<file path="config.mk">
export PLATFORM = sky130hd
export DESIGN_NAME = tournament_negative_select
export DESIGN_NICKNAME = d
export VERILOG_FILES = /design/src/hdl/tns_pkg.sv /design/src/hdl/tns_cfg.sv /design/src/hdl/tns_mul.sv /design/src/hdl/tns_core.sv /design/src/hdl/tournament_negative_select.sv
export SDC_FILE = /design/constraint.sdc
export NUM_CORES = 2
export LEC_CHECK = 0
export ABC_AREA = 0
export BUFFER_PORTS_ARGS = -buffer_cell sky130_fd_sc_hd__buf_4
export CAP_MARGIN = 20
export CORE_MARGIN = 8
export CORE_UTILIZATION = 31
export CTS_BUF_LIST = sky130_fd_sc_hd__clkbuf_16
export CTS_CLUSTER_DIAMETER = 60
export CTS_CLUSTER_SIZE = 8
export DETAILED_ROUTE_END_ITERATION = 10
export GPL_TIMING_DRIVEN = 1
export PLACE_DENSITY = 0.56
export SLEW_MARGIN = 40
export SYNTH_ARGS = -nofsm -noshare
export SYNTH_HDL_FRONTEND = slang
export SYNTH_HIERARCHICAL = 1
export SYNTH_SLANG_ARGS = --single-unit
</file>
<file path="constraint.sdc">
create_clock -name clk_i -period 10.8 [get_ports clk_i]
set_input_delay 1.62 -clock clk_i [delete_from_list [all_inputs] [get_ports clk_i]]
set_output_delay 1.62 -clock clk_i [all_outputs]
set_load 0.03 [all_outputs]
</file>
<file path="src/hdl/tns_pkg.sv">
`timescale 1ns / 1ps

package tns_pkg;

  // Field widths are fixed by the stream format.
  localparam int ELEM_WIDTH    = 16;
  localparam int PROD_WIDTH    = 2 * ELEM_WIDTH;
  localparam int SCORE_WIDTH   = 48;
  localparam int INDEX_WIDTH   = 20;
  localparam int CFG_WIDTH     = 11;
  localparam int CFG_IDX_WIDTH = 2;
  localparam int CNT_WIDTH     = 10;
  localparam int CNT_LIMIT     = 1024;

  // Defaults for the top-level parameters.
  localparam int DEF_MAX_DIM   = 1024;
  localparam int DEF_ACC_WIDTH = 48;

  // Register reset values.
  localparam logic [CFG_WIDTH-1:0] RST_EMBEDDING_DIM   = 11'd64;
  localparam logic [CFG_WIDTH-1:0] RST_TOURNAMENT_SIZE = 11'd4;
  localparam logic [CFG_WIDTH-1:0] RST_SELECTED_COUNT  = 11'd16;

  typedef enum logic [CFG_IDX_WIDTH-1:0] {
    REG_EMBEDDING_DIM   = 2'd0,
    REG_TOURNAMENT_SIZE = 2'd1,
    REG_SELECTED_COUNT  = 2'd2
  } cfg_reg_e;

  typedef struct packed {
    logic signed [ELEM_WIDTH-1:0] sel_query_elem;
    logic signed [ELEM_WIDTH-1:0] sel_neg_elem;
    logic signed [ELEM_WIDTH-1:0] score_query_elem;
    logic signed [ELEM_WIDTH-1:0] score_neg_elem;
  } in_word_t;

  typedef struct packed {
    logic signed [SCORE_WIDTH-1:0] selected_score;
    logic [INDEX_WIDTH-1:0]        neg_index;
    logic                          query_done;
  } out_word_t;

  // Effective (clamped) limits handed from the register file to the core.
  typedef struct packed {
    logic [CFG_WIDTH-1:0] dim;
    logic [CFG_WIDTH-1:0] ts;
    logic [CFG_WIDTH-1:0] sc;
  } limits_t;

  // Registered products, one pair per element.
  typedef struct packed {
    logic                         valid;
    logic signed [PROD_WIDTH-1:0] p_sel;
    logic signed [PROD_WIDTH-1:0] p_score;
  } prod_t;

  // Zero counts as one, anything above hi saturates to hi.
  function automatic logic [CFG_WIDTH-1:0] clamp_limit(input logic [CFG_WIDTH-1:0] v,
                                                       input logic [CFG_WIDTH-1:0] hi);
    logic [CFG_WIDTH-1:0] r;
    if (v == '0) begin
      r = CFG_WIDTH'(1);
    end else if (v > hi) begin
      r = hi;
    end else begin
      r = v;
    end
    return r;
  endfunction

endpackage

</file>
<file path="src/hdl/tns_cfg.sv">
`timescale 1ns / 1ps

module tns_cfg import tns_pkg::*; #(
  parameter int MAX_DIM = DEF_MAX_DIM
) (
  input  logic                     clk_i,
  input  logic                     rst_ni,
  input  logic                     cfg_valid_i,
  input  logic [CFG_IDX_WIDTH-1:0] cfg_index_i,
  input  logic [CFG_WIDTH-1:0]     cfg_data_i,
  output logic                     cfg_ready_o,
  output limits_t                  limits_o
);

  localparam int DIM_LIMIT = (MAX_DIM < CNT_LIMIT) ? MAX_DIM : CNT_LIMIT;

  logic [CFG_WIDTH-1:0] dim_q, ts_q, sc_q;

  assign cfg_ready_o = 1'b1;

  always_ff @(posedge clk_i or negedge rst_ni) begin
    if (!rst_ni) begin
      dim_q <= RST_EMBEDDING_DIM;
      ts_q  <= RST_TOURNAMENT_SIZE;
      sc_q  <= RST_SELECTED_COUNT;
    end else if (cfg_valid_i) begin
      unique case (cfg_reg_e'(cfg_index_i))
        REG_EMBEDDING_DIM:   dim_q <= cfg_data_i;
        REG_TOURNAMENT_SIZE: ts_q  <= cfg_data_i;
        REG_SELECTED_COUNT:  sc_q  <= cfg_data_i;
        default: ;
      endcase
    end
  end

  assign limits_o.dim = clamp_limit(dim_q, CFG_WIDTH'(DIM_LIMIT));
  assign limits_o.ts  = clamp_limit(ts_q, CFG_WIDTH'(CNT_LIMIT));
  assign limits_o.sc  = clamp_limit(sc_q, CFG_WIDTH'(CNT_LIMIT));

endmodule

</file>
<file path="src/hdl/tns_mul.sv">
`timescale 1ns / 1ps

module tns_mul import tns_pkg::*; (
  input  logic     clk_i,
  input  logic     rst_ni,
  input  logic     in_valid_i,
  input  in_word_t in_word_i,
  output logic     in_stall_o,
  input  logic     out_free_i,
  output prod_t    prod_o
);

  logic                         valid_q;
  logic signed [PROD_WIDTH-1:0] p_sel_q, p_score_q;
  logic                         accept;

  // Hold the word only while the core cannot consume it.
  assign in_stall_o = valid_q && !out_free_i;
  assign accept     = in_valid_i && !in_stall_o;

  always_ff @(posedge clk_i or negedge rst_ni) begin
    if (!rst_ni) begin
      valid_q <= 1'b0;
    end else begin
      valid_q <= accept || (valid_q && !out_free_i);
    end
  end

  always_ff @(posedge clk_i) begin
    if (accept) begin
      p_sel_q   <= PROD_WIDTH'(in_word_i.sel_query_elem) * PROD_WIDTH'(in_word_i.sel_neg_elem);
      p_score_q <= PROD_WIDTH'(in_word_i.score_query_elem)
                   * PROD_WIDTH'(in_word_i.score_neg_elem);
    end
  end

  assign prod_o.valid   = valid_q;
  assign prod_o.p_sel   = p_sel_q;
  assign prod_o.p_score = p_score_q;

endmodule

</file>
<file path="src/hdl/tns_core.sv">
`timescale 1ns / 1ps

module tns_core import tns_pkg::*; #(
  parameter int MAX_DIM   = DEF_MAX_DIM,
  parameter int ACC_WIDTH = DEF_ACC_WIDTH
) (
  input  logic      clk_i,
  input  logic      rst_ni,
  input  prod_t     prod_i,
  input  limits_t   limits_i,
  input  logic      out_stall_i,
  output logic      out_free_o,
  output logic      out_valid_o,
  output out_word_t out_word_o
);

  localparam int DIM_LIMIT  = (MAX_DIM < CNT_LIMIT) ? MAX_DIM : CNT_LIMIT;
  localparam int ELEM_CNT_W = (DIM_LIMIT > 1) ? $clog2(DIM_LIMIT) : 1;
  localparam int CMP_W      = CFG_WIDTH + 1;
  localparam int IDX_FULL_W = CNT_WIDTH + CFG_WIDTH;

  logic [ELEM_CNT_W-1:0]       elem_q, elem_d;
  logic [CNT_WIDTH-1:0]        member_q, member_d;
  logic [CNT_WIDTH-1:0]        group_q, group_d;
  logic [CNT_WIDTH-1:0]        best_member_q, best_member_d;
  logic signed [ACC_WIDTH-1:0] sel_acc_q, sel_acc_d;
  logic signed [ACC_WIDTH-1:0] score_acc_q, score_acc_d;
  logic signed [ACC_WIDTH-1:0] best_sel_q, best_sel_d;
  logic signed [ACC_WIDTH-1:0] best_score_q, best_score_d;

  logic signed [ACC_WIDTH-1:0] sel_sum, score_sum;
  logic                        elem_last, member_last, group_last, take, emit, advance;
  logic [IDX_FULL_W-1:0]       idx_full;
  logic                        out_valid_q;
  out_word_t                   out_word_q;

  assign out_free_o = !out_valid_q || !out_stall_i;
  assign advance    = prod_i.valid && out_free_o;

  assign sel_sum   = sel_acc_q + ACC_WIDTH'(prod_i.p_sel);
  assign score_sum = score_acc_q + ACC_WIDTH'(prod_i.p_score);

  // "At least limit minus one" so a limit lowered mid-stream still completes.
  assign elem_last   = (CMP_W'(elem_q) + CMP_W'(1)) >= CMP_W'(limits_i.dim);
  assign member_last = (CMP_W'(member_q) + CMP_W'(1)) >= CMP_W'(limits_i.ts);
  assign group_last  = (CMP_W'(group_q) + CMP_W'(1)) >= CMP_W'(limits_i.sc);

  // First member always wins; later ones only on strictly greater.
  assign take = (member_q == '0) || (sel_sum > best_sel_q);
  assign emit = elem_last && member_last;

  always_comb begin
    elem_d        = elem_q;
    member_d      = member_q;
    group_d       = group_q;
    best_member_d = best_member_q;
    sel_acc_d     = sel_acc_q;
    score_acc_d   = score_acc_q;
    best_sel_d    = best_sel_q;
    best_score_d  = best_score_q;
    if (advance) begin
      if (!elem_last) begin
        elem_d      = elem_q + ELEM_CNT_W'(1);
        sel_acc_d   = sel_sum;
        score_acc_d = score_sum;
      end else begin
        elem_d      = '0;
        sel_acc_d   = '0;
        score_acc_d = '0;
        if (take) begin
          best_sel_d    = sel_sum;
          best_score_d  = score_sum;
          best_member_d = member_q;
        end
        if (!member_last) begin
          member_d = member_q + CNT_WIDTH'(1);
        end else begin
          member_d = '0;
          group_d  = group_last ? '0 : group_q + CNT_WIDTH'(1);
        end
      end
    end
  end

  assign idx_full = IDX_FULL_W'(group_q) * IDX_FULL_W'(limits_i.ts)
                    + IDX_FULL_W'(best_member_d);

  always_ff @(posedge clk_i or negedge rst_ni) begin
    if (!rst_ni) begin
      elem_q        <= '0;
      member_q      <= '0;
      group_q       <= '0;
      best_member_q <= '0;
      sel_acc_q     <= '0;
      score_acc_q   <= '0;
      best_sel_q    <= '0;
      best_score_q  <= '0;
      out_valid_q   <= 1'b0;
    end else begin
      elem_q        <= elem_d;
      member_q      <= member_d;
      group_q       <= group_d;
      best_member_q <= best_member_d;
      sel_acc_q     <= sel_acc_d;
      score_acc_q   <= score_acc_d;
      best_sel_q    <= best_sel_d;
      best_score_q  <= best_score_d;
      if (out_free_o) begin
        out_valid_q <= advance && emit;
      end
    end
  end

  always_ff @(posedge clk_i) begin
    if (advance && emit) begin
      out_word_q.selected_score <= SCORE_WIDTH'(best_score_d);
      out_word_q.neg_index      <= idx_full[INDEX_WIDTH-1:0];
      out_word_q.query_done     <= group_last;
    end
  end

  assign out_valid_o = out_valid_q;
  assign out_word_o  = out_word_q;

endmodule

</file>
<file path="src/hdl/tournament_negative_select.sv">
`timescale 1ns / 1ps
// Path: an accepted word's result, if any, leaves via the product, then the result register.
// Throughput: one element word per cycle; a result register and the product
//   register sit between input and output, so input stalls only while a
//   finished result waits on a stalled output.
// Reset: rst_ni asynchronous, active low; clears all counters, accumulators and
//   valid flags and loads the register defaults (dim 64, group 4, count 16).
module tournament_negative_select import tns_pkg::*; #(
  parameter int MAX_DIM   = DEF_MAX_DIM,
  parameter int ACC_WIDTH = DEF_ACC_WIDTH
) (
  input  logic                     clk_i,
  input  logic                     rst_ni,
  // element word stream
  input  logic                     in_valid_i,
  output logic                     in_stall_o,
  input  in_word_t                 in_word_i,
  // selected negative stream
  output logic                     out_valid_o,
  input  logic                     out_stall_i,
  output out_word_t                out_word_o,
  // register writes
  input  logic                     cfg_valid_i,
  output logic                     cfg_ready_o,
  input  logic [CFG_IDX_WIDTH-1:0] cfg_index_i,
  input  logic [CFG_WIDTH-1:0]     cfg_data_i
);

  limits_t limits;
  prod_t   prod;
  logic    out_free;

  // Register file; limits leave here already clamped to their legal range.
  tns_cfg #(
    .MAX_DIM(MAX_DIM)
  ) u_cfg (
    .clk_i      (clk_i),
    .rst_ni     (rst_ni),
    .cfg_valid_i(cfg_valid_i),
    .cfg_index_i(cfg_index_i),
    .cfg_data_i (cfg_data_i),
    .cfg_ready_o(cfg_ready_o),
    .limits_o   (limits)
  );

  // Input register: both 16x16 products are formed before the register, so
  // the accumulate/compare path downstream carries no multiplier.
  tns_mul u_mul (
    .clk_i     (clk_i),
    .rst_ni    (rst_ni),
    .in_valid_i(in_valid_i),
    .in_word_i (in_word_i),
    .in_stall_o(in_stall_o),
    .out_free_i(out_free),
    .prod_o    (prod)
  );

  // Accumulate, end-of-negative compare, group/query counters, result register.
  tns_core #(
    .MAX_DIM  (MAX_DIM),
    .ACC_WIDTH(ACC_WIDTH)
  ) u_core (
    .clk_i      (clk_i),
    .rst_ni     (rst_ni),
    .prod_i     (prod),
    .limits_i   (limits),
    .out_stall_i(out_stall_i),
    .out_free_o (out_free),
    .out_valid_o(out_valid_o),
    .out_word_o (out_word_o)
  );

endmodule

</file>
==> reports/qor.txt <==
Starting Density -> 0.3122
Critical path startpoint category -> flop
Worst reg-to-reg setup slack -> 1.14 ns
Met1 Track Usage GR -> 0.1969
Critical path arrival -> 10.04 ns
DRC Markers -> 0
Final core utilization -> 0.3461
Core ar. -> 145,600 µm²
Nets -> 5,771
IO Count -> 154
Critical Path Max Stage Delay -> 0.46 ns
Worst skew pair latency -> 0.64 ns
Largest net degree at the start of global routing -> 76
Die extent in x -> 398.9 µm
Vias -> 31.74k
Grt met2 use -> 0.2308
Top cell type's share of synthesized area -> 0.2665
Met3 Use GR -> 0.01973
Most common cell in the netlist -> inv_1
Clk buf depth -> 3
Die extent in y -> 398.9 µm
First-pass GRT wire length -> 183,300 µm
Vias per cell -> 4.775
GRT Max-Usage Layer -> met2
CTS Sinks -> 400
DR pass1 iterations -> 5
Yosys cell types -> 95
Async SR Flop Fraction -> 0.6675
Family with the most delay on the worst path -> compound AO/OA/AOI/OAI gates
TritonCTS clock tree -> done
Count of final max-slew check failures -> 0
Top FF cell, synth -> dfrtp_1
Synth area leader -> fa_1
CTS buffer count -> 58
EDFF count, synth -> 133
Final wirelength -> 110,000 µm
Tcrit/Tclk final -> 0.8941
Layout area overhead -> 10.83%
Clk pin slew, worst setup/hold paths -> 0.05 ns
Placed Area -> 48,590 µm²
Fin area -> 50,370 µm²
Syn Inst Count -> 4,616
Setup Viol. Count Final -> 0
Critical path type -> reg -> reg
DIE AREA -> 159,100 µm²
Fin Hold WS -> 0.4678 ns
Hold-fix buffers at CTS -> 0
DR iter-0 viols -> 1,679
Max capacitance violation total -> 0
Slew @ Worst Pin -> 0.8271 ns
Synth area leaders -> fa_1, dfrtp_1, ha_1
Total track usage -> 0.1398
# port buffers -> 152
Post-cts sizing count -> 0
Synthesized area per cell -> 9.846 µm²
Final Wtd Congestion -> 0.8315
Crit end category -> flop
Vias in the first global route -> 33.97k
Synthesized Nets -> 5,703
Antenna-violating nets left -> 0
Sequential area share after synthesis -> 0.2350
Outcome -> completed
Synth Warn # -> 6
Synth top cells by count -> inv_1, fa_1, nand2_1, ha_1, and2_1
Unrepaired setup endpoints after global routing -> no
Share of layout cells above drive strength 1 -> 0.09154
Total grt overflow -> 0
Critical Path RT -> 11.19 ns
Routed wire per std cell -> 16.54 µm
Final min period -> 9.656 ns
Max-slew headroom -> 0.4470
Final Hold Fails -> 0
Setup TNS -> 0 ns
Max Clk Rate -> 0.1036 GHz
Clk root buf -> clkbuf_16
FILL cells -> 14.76k
Worst Hold Class -> reg -> reg
Std cell rows -> 140
Post-route clock skew -> 0.03356 ns
Critical path's slowest cell -> o221ai_1
FF+latch count, synth -> 400
Mapped cell area -> 45,450 µm²
Antenna violations before repair -> 5
CP Max Fanout -> 13
H-tree depth -> 2
Ant. Diodes -> 0
WP buf/inv -> 5
HPWL Detailed -> 84,350 µm
Post-CTS Setup Inserts -> 0
## layout make-up
cell class	count	area, µm²	area share
clock buffers	60	1501	0.02981
clock inverters	46	272.8	0.005415
inverters	795	2985	0.05926
multi-input cells	3251	31160	0.6186
flip-flops and latches	400	10680	0.2120
well taps	1917	2399	0.04762
repair buffers	178	1374	0.02727
## per-stage QoR
stage	worst slack (ns)	cells
finish	1.144	6647
global route	0.03747	6647
CTS	1.027	6647
detailed placement	1.105	6541
global placement	1.173	6539
floorplan	2.430	4616
## worst reg2reg max path, delay by kind of cell (launching register included)
| family | cells | cell delay [ns] |
|---|---|---|
| AO/OA/AOI/OAI | 20 | 4.53 |
| XOR/XNOR | 2 | 0.37 |
| adder cells (fa/ha/maj) | 8 | 2.49 |
| buffers and inverters | 5 | 0.32 |
| flip-flops | 1 | 0.35 |
| multiplexers | 1 | 0.35 |
| AND/OR/NAND/NOR | 6 | 0.99 |
## flip-flops by register name (all words and copies together) (netlist names), 11 cells and up
name,cells
u_cfg/dim_q,11
u_cfg/ts_q,11
u_core/out_word_o,69
u_core/best_sel_q,48
u_core/sel_acc_q,48
u_core/score_acc_q,48
u_mul/p_score_q,32
u_mul/p_sel_q,32
u_cfg/sc_q,11
u_core/best_score_q,48
## metal layers
metal	part of all wire	up-vias
met2	0.46	506
li1	-	15030
met4	0.015	0
met1	0.48	16090
met3	0.040	120
met5	0	-
## placed cells by master, fill, tap and decap left out, types with 96 or more instances in the layout
cell      instances
and2_1          320
o21ai_0         150
dfrtp_1         264
ha_1            400
mux2_2          108
nand2_1         510
fa_1            605
inv_1           832
buf_4           169
xnor2_1         131
nor2_1          122
edfxtp_1        133
a21o_1           96
a21oi_1         172
## cell families (layout without fill, tap and decap cells)
logic type | after synthesis | in the layout | synth area share
other cells | 1 | 1 | 0.00008251
fa+ha+maj | 1005 | 1005 | 0.3766
flops | 400 | 400 | 0.2350
simple gates | 1237 | 1237 | 0.1339
xor+xnor | 195 | 195 | 0.03774
mux | 146 | 146 | 0.03843
compound gates | 667 | 667 | 0.09773
buf+inv | 965 | 1079 | 0.08055
## worst paths after layout
check                                      from                 endpoint  cells after the start
min reg2reg                u_core/sel_acc_q[22]     u_core/sel_acc_q[22]                      2
min in group asynchronous                rst_ni           u_cfg/ts_q[10]                      1
min                        u_core/sel_acc_q[22]     u_core/sel_acc_q[22]                      2
max                         u_core/sel_acc_q[0]    u_core/out_word_o[17]                     42
max reg2reg                 u_core/sel_acc_q[0]    u_core/out_word_o[17]                     42
max in group asynchronous                rst_ni  u_core/best_score_q[29]                      2
Power is left out: the tool's default activity adds up to more than one toggle a clock period on the data nets, which glitch-free logic cannot reach.
